===== config.mk =====
export PLATFORM = sky130hd
export DESIGN_NAME = multi_channel_alarm_timer
export DESIGN_NICKNAME = d
export VERILOG_FILES = /design/src/rtl/mcat_pkg.sv /design/src/rtl/mcat_ctrl.sv /design/src/rtl/mcat_dp.sv /design/src/rtl/multi_channel_alarm_timer.sv
export SDC_FILE = /design/constraint.sdc
export NUM_CORES = 2
export LEC_CHECK = 0
export BUFFER_PORTS_ARGS = -buffer_cell sky130_fd_sc_hd__buf_2
export CORE_ASPECT_RATIO = 1.25
export CORE_MARGIN = 5
export CORE_UTILIZATION = 31
export CTS_BUF_LIST = sky130_fd_sc_hd__clkbuf_16
export CTS_CLUSTER_SIZE = 10
export DETAILED_ROUTE_END_ITERATION = 12
export MAX_ROUTING_LAYER = met4
export SETUP_SLACK_MARGIN = 0.1
export SYNTH_ARGS = -nofsm -noshare
export SYNTH_HDL_FRONTEND = slang
export SYNTH_SLANG_ARGS = --single-unit

===== constraint.sdc =====
create_clock -name clk -period 7.4 [get_ports clk]
set_input_delay 0.37 -clock clk [delete_from_list [all_inputs] [get_ports clk]]
set_output_delay 0.37 -clock clk [all_outputs]
set_load 0.05 [all_outputs]

===== src/rtl/mcat_pkg.sv =====
// Types and constants of the multi-channel alarm timer.
`default_nettype none
package mcat_pkg;
  localparam int NUM_ALARMS      = 8;
  localparam int MAX_SUBSCRIBERS = 4;
  localparam int AW = (NUM_ALARMS > 1) ? $clog2(NUM_ALARMS) : 1;
  localparam int SW = (MAX_SUBSCRIBERS > 1) ? $clog2(MAX_SUBSCRIBERS) : 1;
  localparam int CW = $clog2(MAX_SUBSCRIBERS + 1);

  localparam int IN_DW  = 96;
  localparam int OUT_DW = 32;

  // Input item kinds.
  localparam logic [3:0] K_TICK      = 4'd0;
  localparam logic [3:0] K_SETUP     = 4'd1;
  localparam logic [3:0] K_START     = 4'd2;
  localparam logic [3:0] K_STOP      = 4'd3;
  localparam logic [3:0] K_PAUSE     = 4'd4;
  localparam logic [3:0] K_RESUME    = 4'd5;
  localparam logic [3:0] K_SUBSCRIBE = 4'd6;
  localparam logic [3:0] K_STATUS    = 4'd7;
  localparam logic [3:0] K_INIT      = 4'd8;

  // Result kinds.
  localparam logic [1:0] RK_RESP = 2'd0;
  localparam logic [1:0] RK_NOTE = 2'd1;
  localparam logic [1:0] RK_DONE = 2'd2;

  // Alarm run states.
  localparam logic [1:0] ST_STOPPED  = 2'd0;
  localparam logic [1:0] ST_RUNNING  = 2'd1;
  localparam logic [1:0] ST_PAUSED   = 2'd2;
  localparam logic [1:0] ST_OVERFLOW = 2'd3;

  // Commands from the controller to the datapath.
  typedef struct packed {
    logic latch;
    logic exec;
    logic eval;
    logic next_alarm;
    logic emit_note;
    logic next_sub;
    logic emit_done;
  } mcat_cmd_t;

  // Status from the datapath to the controller.
  typedef struct packed {
    logic new_tick;
    logic can_load;
    logic fire;
    logic last_alarm;
    logic last_sub;
  } mcat_stat_t;
endpackage
`default_nettype wire


===== src/rtl/mcat_ctrl.sv =====
// Controller state machine of the alarm timer.
`default_nettype none
module mcat_ctrl import mcat_pkg::*; (
  input  wire logic       clk,
  input  wire logic       rst_n,
  input  wire logic       in_tvalid,
  output logic            in_tready,
  input  wire mcat_stat_t st,
  output mcat_cmd_t       cmd
);
  typedef enum logic [4:0] {
    S_IDLE = 5'b00001,
    S_CMD  = 5'b00010,
    S_TICK = 5'b00100,
    S_NOTE = 5'b01000,
    S_DONE = 5'b10000
  } state_t;

  state_t state_r, state_nxt;

  assign in_tready = (state_r == S_IDLE);

  // Next state and command decode.
  always_comb begin
    state_nxt = state_r;
    cmd       = '0;
    unique case (state_r)
      S_IDLE: begin
        if (in_tvalid) begin
          cmd.latch = 1'b1;
          state_nxt = st.new_tick ? S_TICK : S_CMD;
        end
      end
      S_CMD: begin
        if (st.can_load) begin
          cmd.exec  = 1'b1;
          state_nxt = S_IDLE;
        end
      end
      S_TICK: begin
        cmd.eval = 1'b1;
        if (st.fire) begin
          state_nxt = S_NOTE;
        end else if (st.last_alarm) begin
          state_nxt = S_DONE;
        end else begin
          cmd.next_alarm = 1'b1;
        end
      end
      S_NOTE: begin
        if (st.can_load) begin
          cmd.emit_note = 1'b1;
          if (!st.last_sub) begin
            cmd.next_sub = 1'b1;
          end else if (st.last_alarm) begin
            state_nxt = S_DONE;
          end else begin
            cmd.next_alarm = 1'b1;
            state_nxt      = S_TICK;
          end
        end
      end
      S_DONE: begin
        if (st.can_load) begin
          cmd.emit_done = 1'b1;
          state_nxt     = S_IDLE;
        end
      end
      default: state_nxt = S_IDLE;
    endcase
  end

  // State register.
  always_ff @(posedge clk) begin
    if (!rst_n) begin
      state_r <= S_IDLE;
    end else begin
      state_r <= state_nxt;
    end
  end
endmodule
`default_nettype wire


===== src/rtl/mcat_dp.sv =====
// Datapath of the alarm timer: alarm tables, item register and output register.
`default_nettype none
module mcat_dp import mcat_pkg::*; (
  input  wire logic              clk,
  input  wire logic              rst_n,
  input  wire logic [IN_DW-1:0]  in_tdata,
  input  wire logic [3:0]        in_tuser,
  input  wire mcat_cmd_t         cmd,
  output mcat_stat_t             st,
  output logic                   out_tvalid,
  input  wire logic              out_tready,
  output logic [OUT_DW-1:0]      out_tdata,
  output logic [1:0]             out_tuser,
  output logic                   out_tlast
);
  // Latched item.
  logic [3:0]  kind_r;
  logic [7:0]  id_r;
  logic [31:0] elapsed_r;
  logic [15:0] task_r;
  logic [31:0] period_r;
  logic        oneshot_r;
  logic        auto_r;
  logic [2:0]  maxsub_r;

  // Alarm tables.
  logic                ready_r;
  logic [1:0]          run_r    [NUM_ALARMS];
  logic [31:0]         rem_r    [NUM_ALARMS];
  logic [CW-1:0]       cnt_r    [NUM_ALARMS];
  logic [31:0]         per_r    [NUM_ALARMS];
  logic                single_r [NUM_ALARMS];
  logic                auto_tab_r [NUM_ALARMS];
  logic [CW-1:0]       lim_r    [NUM_ALARMS];
  logic [15:0]         tasks_r  [NUM_ALARMS][MAX_SUBSCRIBERS];

  // Walk indexes of a tick.
  logic [AW-1:0] ai_r;
  logic [SW-1:0] si_r;

  // Output word register.
  logic        ovalid_r;
  logic [1:0]  o_rk_r;
  logic        o_ok_r;
  logic [1:0]  o_st_r;
  logic [7:0]  o_alarm_r;
  logic [15:0] o_task_r;
  logic        o_last_r;

  logic          id_ok, cmd_ok;
  logic [AW-1:0] idx;
  logic [CW-1:0] lim_new;
  logic          elig;
  logic [31:0]   rem_sub;
  logic          sub_ok;

  // Response fields of a command word.
  logic [1:0]    resp_rk;
  logic          resp_ok;
  logic [1:0]    resp_st;

  assign id_ok   = (id_r < 8'(NUM_ALARMS));
  assign cmd_ok  = ready_r && id_ok;
  assign idx     = id_r[AW-1:0];
  assign lim_new = (maxsub_r > 3'(MAX_SUBSCRIBERS)) ? CW'(MAX_SUBSCRIBERS) : CW'(maxsub_r);
  assign sub_ok  = cmd_ok && (cnt_r[idx] < lim_r[idx]) &&
                   (cnt_r[idx] < CW'(MAX_SUBSCRIBERS));

  // Tick evaluation of the current alarm.
  assign elig    = (cnt_r[ai_r] != '0) && (run_r[ai_r] == ST_RUNNING);
  assign rem_sub = (elapsed_r <= rem_r[ai_r]) ? (rem_r[ai_r] - elapsed_r) : 32'd0;

  assign st.new_tick   = (in_tuser == K_TICK) && ready_r;
  assign st.can_load   = !ovalid_r || out_tready;
  assign st.fire       = elig && (rem_sub == 32'd0);
  assign st.last_alarm = (ai_r == AW'(NUM_ALARMS - 1));
  assign st.last_sub   = ((CW'(si_r) + CW'(1)) == cnt_r[ai_r]);

  assign out_tvalid = ovalid_r;
  assign out_tuser  = o_rk_r;
  assign out_tlast  = o_last_r;
  assign out_tdata  = {5'd0, o_task_r, o_alarm_r, o_st_r, o_ok_r};

  // Item register and walk indexes.
  always_ff @(posedge clk) begin
    if (cmd.latch) begin
      kind_r    <= in_tuser;
      id_r      <= in_tdata[7:0];
      elapsed_r <= in_tdata[39:8];
      task_r    <= in_tdata[55:40];
      period_r  <= in_tdata[87:56];
      oneshot_r <= in_tdata[88];
      auto_r    <= in_tdata[89];
      maxsub_r  <= in_tdata[92:90];
      ai_r      <= '0;
    end else if (cmd.next_alarm) begin
      ai_r <= ai_r + AW'(1);
    end
    if (cmd.latch || cmd.eval || cmd.next_alarm) begin
      si_r <= '0;
    end else if (cmd.next_sub) begin
      si_r <= si_r + SW'(1);
    end
  end

  // Subscriber lists; no reset, entries are read only after they are written.
  always_ff @(posedge clk) begin
    if (cmd.exec && kind_r == K_SUBSCRIBE && sub_ok) begin
      tasks_r[idx][cnt_r[idx][SW-1:0]] <= task_r;
    end
  end

  // Alarm state and settings.
  always_ff @(posedge clk) begin
    if (!rst_n) begin
      ready_r <= 1'b0;
      for (int i = 0; i < NUM_ALARMS; i++) begin
        run_r[i]      <= ST_STOPPED;
        rem_r[i]      <= '0;
        cnt_r[i]      <= '0;
        per_r[i]      <= '0;
        single_r[i]   <= 1'b0;
        auto_tab_r[i] <= 1'b0;
        lim_r[i]      <= '0;
      end
    end else if (cmd.eval) begin
      if (elig) begin
        if (rem_sub == 32'd0) begin
          rem_r[ai_r] <= per_r[ai_r];
          if (single_r[ai_r]) begin
            run_r[ai_r] <= ST_OVERFLOW;
          end
        end else begin
          rem_r[ai_r] <= rem_sub;
        end
      end
    end else if (cmd.exec) begin
      unique case (kind_r)
        K_SETUP: begin
          if (id_ok) begin
            per_r[idx]      <= period_r;
            single_r[idx]   <= oneshot_r;
            auto_tab_r[idx] <= auto_r;
            lim_r[idx]      <= lim_new;
          end
        end
        K_START, K_RESUME: begin
          if (cmd_ok) run_r[idx] <= ST_RUNNING;
        end
        K_STOP: begin
          if (cmd_ok) begin
            rem_r[idx] <= per_r[idx];
            run_r[idx] <= ST_STOPPED;
          end
        end
        K_PAUSE: begin
          if (cmd_ok) run_r[idx] <= ST_PAUSED;
        end
        K_SUBSCRIBE: begin
          if (sub_ok) cnt_r[idx] <= cnt_r[idx] + CW'(1);
        end
        K_INIT: begin
          if (!ready_r) begin
            for (int i = 0; i < NUM_ALARMS; i++) begin
              run_r[i] <= auto_tab_r[i] ? ST_RUNNING : ST_STOPPED;
              rem_r[i] <= per_r[i];
              cnt_r[i] <= '0;
            end
            ready_r <= 1'b1;
          end
        end
        default: ;
      endcase
    end
  end

  // Response of a command word, chosen by its kind.
  always_comb begin
    resp_rk = RK_RESP;
    resp_st = ST_STOPPED;
    resp_ok = 1'b0;
    unique case (kind_r)
      K_TICK: begin
        resp_rk = RK_DONE;
        resp_ok = ready_r;
      end
      K_SETUP:     resp_ok = id_ok;
      K_START, K_STOP, K_PAUSE, K_RESUME: resp_ok = cmd_ok;
      K_SUBSCRIBE: resp_ok = sub_ok;
      K_STATUS: begin
        resp_ok = cmd_ok;
        resp_st = cmd_ok ? run_r[idx] : ST_STOPPED;
      end
      K_INIT:      resp_ok = !ready_r;
      default:     resp_ok = 1'b0;
    endcase
  end

  // Output word register.
  always_ff @(posedge clk) begin
    if (!rst_n) begin
      ovalid_r <= 1'b0;
    end else if (cmd.exec || cmd.emit_note || cmd.emit_done) begin
      ovalid_r <= 1'b1;
    end else if (out_tready) begin
      ovalid_r <= 1'b0;
    end
  end

  always_ff @(posedge clk) begin
    if (cmd.exec) begin
      o_rk_r    <= resp_rk;
      o_ok_r    <= resp_ok;
      o_st_r    <= resp_st;
      o_alarm_r <= '0;
      o_task_r  <= '0;
      o_last_r  <= 1'b1;
    end else if (cmd.emit_note) begin
      o_rk_r    <= RK_NOTE;
      o_ok_r    <= 1'b1;
      o_st_r    <= ST_STOPPED;
      o_alarm_r <= 8'(ai_r);
      o_task_r  <= tasks_r[ai_r][si_r];
      o_last_r  <= 1'b0;
    end else if (cmd.emit_done) begin
      o_rk_r    <= RK_DONE;
      o_ok_r    <= 1'b1;
      o_st_r    <= ST_STOPPED;
      o_alarm_r <= '0;
      o_task_r  <= '0;
      o_last_r  <= 1'b1;
    end
  end
endmodule
`default_nettype wire


===== src/rtl/multi_channel_alarm_timer.sv =====
// A command word is latched, then its response word is registered once the output
// can take it. The controller walks the alarm table for a tick: it evaluates each
// alarm, emits one note per subscriber of a firing alarm, then a done word.
// One word is processed at a time; the next is taken once the last result is loaded.
// Reset (rst_n low, synchronous) clears all alarms to stopped and uninitialized.
`default_nettype none
module multi_channel_alarm_timer import mcat_pkg::*; (
  input  wire logic              clk,
  input  wire logic              rst_n,
  input  wire logic              in_tvalid,
  output logic                   in_tready,
  // alarm_id[7:0], elapsed[39:8], task_id[55:40], period[87:56],
  // one_shot[88], autostart[89], max_subscribers[92:90]
  input  wire logic [IN_DW-1:0]  in_tdata,
  // kind[3:0]
  input  wire logic [3:0]        in_tuser,
  output logic                   out_tvalid,
  input  wire logic              out_tready,
  // ok[0], alarm_state[2:1], fired_alarm[10:3], target_task[26:11]
  output logic [OUT_DW-1:0]      out_tdata,
  // result_kind[1:0]
  output logic [1:0]             out_tuser,
  output logic                   out_tlast
);
  mcat_cmd_t  cmd;
  mcat_stat_t st;

  mcat_ctrl u_ctrl (
    .clk       (clk),
    .rst_n     (rst_n),
    .in_tvalid (in_tvalid),
    .in_tready (in_tready),
    .st        (st),
    .cmd       (cmd)
  );

  mcat_dp u_dp (
    .clk        (clk),
    .rst_n      (rst_n),
    .in_tdata   (in_tdata),
    .in_tuser   (in_tuser),
    .cmd        (cmd),
    .st         (st),
    .out_tvalid (out_tvalid),
    .out_tready (out_tready),
    .out_tdata  (out_tdata),
    .out_tuser  (out_tuser),
    .out_tlast  (out_tlast)
  );
endmodule
`default_nettype wire


==> metrics.md <==
| Metric | Value |
|---|---|
| Slowest CP cell | a221oi_1 |
| Global-route wire length before repair | 240 mm |
| Total Power | 0.0163 W |
| Final Skew | 0.0608 ns |
| Post-Syn Instances | 3622 |
| Routed WL | 168 mm |
| Part of the Yosys area used for sequential elements | 64.7% |
| Placed cell count | 6013 |
| Max stage delay on crit path | 0.79 ns |
| Number of global-route vias before repair | 34.8k |
| Main synth FF type | edfxtp_1 |
| Outcome | finished clean |
| Starting density of the core | 31.2% |
| Area Growth Syn to Fin | 16.3% |
| Hpwl dp | 100 mm |
| DR vias | 34.0k |
| Largest net degree at the start of global routing | 199 |
| Die area | 0.192 sq mm |
| Static Leakage | 22.1 nW |
| Slew of the pin with the lowest slew margin | 1.12 ns |
| Row Count | 175 |
| Pre-CTS setup slack | 1.03 ns |
| Fin. Hold Viols | 0 |
| Met2 wire len | 83.6 mm |
| Worst path top cell family by delay | compound AO/OA/AOI/OAI gates |
| Register bit total from synthesis | 1244 |
| Min-Delay Path Class | in -> reg |
| WP data arrival | 6.99 ns |
| Drt first pass iters | 5 |
| I/O Buffers | 127 |
| WL/cell | 26.4 um |
| Synth Warn # | 0 |
| Fin nets | 4018 |
| Finished Layout Cells | 6337 |
| CTS tree | done |
| Startpoint types | register |
| Critical path fanouts, max | 31 |
| Slew margin rel. | 25.3% |
| Crit path top cell by count | nand2_1 |
| Htree depth | 4 |
| Largest area contributor in the netlist | edfxtp_1 |
| Initial antenna violation count | 6 |
| Switching share of power | 24.9% |
| Main area contributors after synthesis | edfxtp_1, mux4_2, and2_1 |
| Metal3 WL | 12.5 mm |
| Crit Path Class | reg -> reg |
| Synth unique cells | 85 |
| Req. time, crit path | 7.89 ns |
| Worst VDD drop | 0.000223 V |
| Clock power share | 40.4% |
| Share of the synthesized area in the top cell type | 62.8% |
| Pint | 0.0122 W |
| # setup viols final | 0 |
| Netlist Area Pre-Place | 0.0569 sq mm |
| Cells along the critical path | buf_12, mux4_2, mux2_2, ha_1, nand2_1, nor4_1, o211ai_1, and4_1, a311oi_1, nor2_1, o2111a_1, nand4_2, nand2_1, a221oi_1, o21ai_0 |
| Top routing layer used | met4 |
| Share of cells above drive strength 1 | 23.3% |
| Die span in x | 393 um |
| Ys async rst share | 0% |
| Die Height | 489 um |
| Clk slew on worst S/H paths | 0.06 ns |
| Switching power | 0.00405 W |
| Clk Latency, worst-skew pair | 0.81 ns |
| Ports | 141 |
| Worst Setup Slack, final | 0.896 ns |
| Period utilization | 87.9% |
| Mapped Avg Cell Area | 15.7 sq um |
| Setup TNS | 0 ns |
| Post-CTS setup buffers | 0 |
| Clock tree buffer depth | 3 |
| RSZ-0062 raised after global routing | false |
| EDFF count, synth | 1190 |
| Placer Congestion | 0.884 |
| M1 WL | 66.1 mm |
| CTS root buf | clkbuf_16 |
| Power share of the sequential group | 51.2% |
| Number of remaining DRC errors | 0 |
| DRT iter0 DRCs | 3271 |
| Sinks on Clock Net | 1244 |
| Final Critical Period | 6.50 ns |
| Core box area | 0.182 sq mm |
| CTS buffer count | 147 |
| CP Buf/Inv Count | 1 |
| Combinational share of power | 8.4% |
| GR Util All Layers | 17.7% |
| Avg Vias per Cell | 5.37 |
| Final Max Slew Viols | 0 |
| Gr ovfl total | 0 |
| PD cells | 246 mW/mm^2 |
| Max cap viols | 0 |
| Detail Route Antenna Nets | 0 |
| Fmax | 154 MHz |
| CP endpoint kind | register |
-- metal layers --
metal | track usage (%) | vias up
li1 | - | 14687
met1 | 21.9 | 17475
met2 | 29.5 | 1536
met3 | 3.27 | 339
met4 | 5.84 | 0
met5 | - | -
-- flip-flops by register name (all words and copies together), names as in the netlist, 4 cells and up, named ones only --
| signal | flops |
|---|---|
| u_dp.tasks_r | 512 |
| u_dp.per_r | 256 |
| u_dp.rem_r | 256 |
| u_dp.elapsed_r | 32 |
| u_dp.period_r | 32 |
| u_dp.cnt_r | 24 |
| u_dp.lim_r | 24 |
| u_dp.o_task_r | 16 |
| u_dp.run_r | 16 |
| u_dp.task_r | 16 |
| u_dp.auto_tab_r | 8 |
| u_dp.id_r | 8 |
| u_dp.single_r | 8 |
| u_ctrl.state_r | 5 |
| u_dp.kind_r | 4 |
-- placed cells by master (no fill, tap or decap), drive strengths merged, types with 6 or more instances in the layout --
master | synthesis | layout
a221o | 9 | 9
inv | 59 | 110
nor2b | 8 | 8
conb | 1 | 10
nor2 | 162 | 162
mux4 | 376 | 376
edfxtp | 1190 | 1190
a22o | 58 | 58
mux2 | 58 | 58
o21ai | 263 | 263
and3 | 25 | 25
nand3 | 87 | 87
and2 | 273 | 273
a31oi | 9 | 9
clkinv | 0 | 23
dlygate4sd3 | 0 | 99
o22ai | 8 | 8
nor3 | 29 | 29
dfxtp | 54 | 54
mux2i | 75 | 75
xor2 | 12 | 12
nand2b | 12 | 12
nand2 | 309 | 309
nor4 | 8 | 8
a211oi | 21 | 21
a21o | 30 | 30
o21a | 6 | 6
ha | 41 | 41
buf | 69 | 239
o31ai | 10 | 10
nand4 | 11 | 11
clkbuf | 177 | 147
xnor2 | 9 | 9
o211ai | 11 | 11
a21oi | 60 | 60
or2 | 10 | 10
a221oi | 11 | 11
a21boi | 6 | 6
-- cells by family (layout without fill, tap and decap cells) --
kind of cell | after synthesis | in the layout | synth area share, %
xor gates and xnor gates | 21 | 21 | 0.323
other | 1 | 13 | 0.00659
buffers and inverters | 305 | 619 | 2.13
adders and majority gates | 42 | 42 | 0.937
and+or+nand+nor | 958 | 958 | 8.32
AOI/OAI and AO/OA | 542 | 542 | 6.23
muxes | 509 | 509 | 17.3
DFF | 1244 | 1244 | 64.7
-- final timing paths --
check / endpoint / cells after the start / slack, ns / start
worst min register to register: u_dp.o_task_r[5]$_SDFFE_PP0P_ / 2 / 0.46 / u_dp.o_task_r[5]$_SDFFE_PP0P_
worst max-delay path: u_dp.rem_r[2][6]$_DFFE_PP_ / 15 / 0.90 / register
worst max register to register: u_dp.rem_r[2][6]$_DFFE_PP_ / 15 / 0.90 / register
worst min-delay path: u_dp.auto_tab_r[5]$_DFF_P_ / 3 / 0.19 / rst_n
-- metrics by stage --
step | utilization, % | cell area [sq um] | hold slack, ns
final | 36.3 | 66200 | 0.186
after floorplan | - | 56900 | 0.447
after CTS | 36.3 | 66200 | 0.131
after detailed placement | 33.4 | 60800 | 0.439
after global placement | 33.4 | 60800 | 0.437
after global routing | 36.3 | 66200 | 0.180
-- worst register-to-register path: stages, from the launching register on --
cell and delay [ns]:
dfxtp_4 0.55, buf_12 0.33, mux4_2 0.58, mux2_2 0.33, ha_1 0.45, nand2_1 0.20
nor4_1 0.61, o211ai_1 0.40, and4_1 0.32, a311oi_1 0.43, nor2_1 0.08, o2111a_1 0.19
nand4_2 0.36, nand2_1 0.40, a221oi_1 0.79, o21ai_0 0.20
-- synthesized netlist by cell type (all sizes together) (6+ instances only) --
library cell,instances
dfxtp,54
nor2,162
buf,69
a221oi,11
o31ai,10
o21a,6
mux2i,75
and3,25
xor2,12
a31oi,9
mux4,376
a21oi,60
xnor2,9
nand3,87
inv,59
o211ai,11
and2,273
nand2b,12
mux2,58
a221o,9
nand2,309
a22o,58
a21o,30
nor3,29
clkbuf,177
nand4,11
edfxtp,1190
nor4,8
o21ai,263
o22ai,8
or2,10
a211oi,21
a21boi,6
ha,41
nor2b,8
-- final cells by class --
cell class                 instances  area, sq um
timing repair buffer             338         2700
multi-input combinational       2082        19100
antenna                            3         7.51
clock buffer                     147         3680
inverter                          59          226
clock inverter                    75          686
fill                           17066       116000
tap                             2389         2990
sequential                      1244        36800
-- what timing repair did --
item | in CTS | in global routing
hold buffers | 99 | 0
endpoints found under the hold margin | 102 | 0
gates resized for setup | 0 | 0
-- power by group through the flow --
stage | Combinational, W | Sequential [W] | Clock [W]
after floorplan | 0.000907 | 0.00830 | 0
after global placement | 0.00131 | 0.00845 | 0
after detailed placement | 0.00131 | 0.00847 | 0
after CTS | 0.00136 | 0.00833 | 0.00669
after global routing | 0.00145 | 0.00836 | 0.00699
final | 0.00136 | 0.00833 | 0.00657
(Power assumes the default switching activity.)
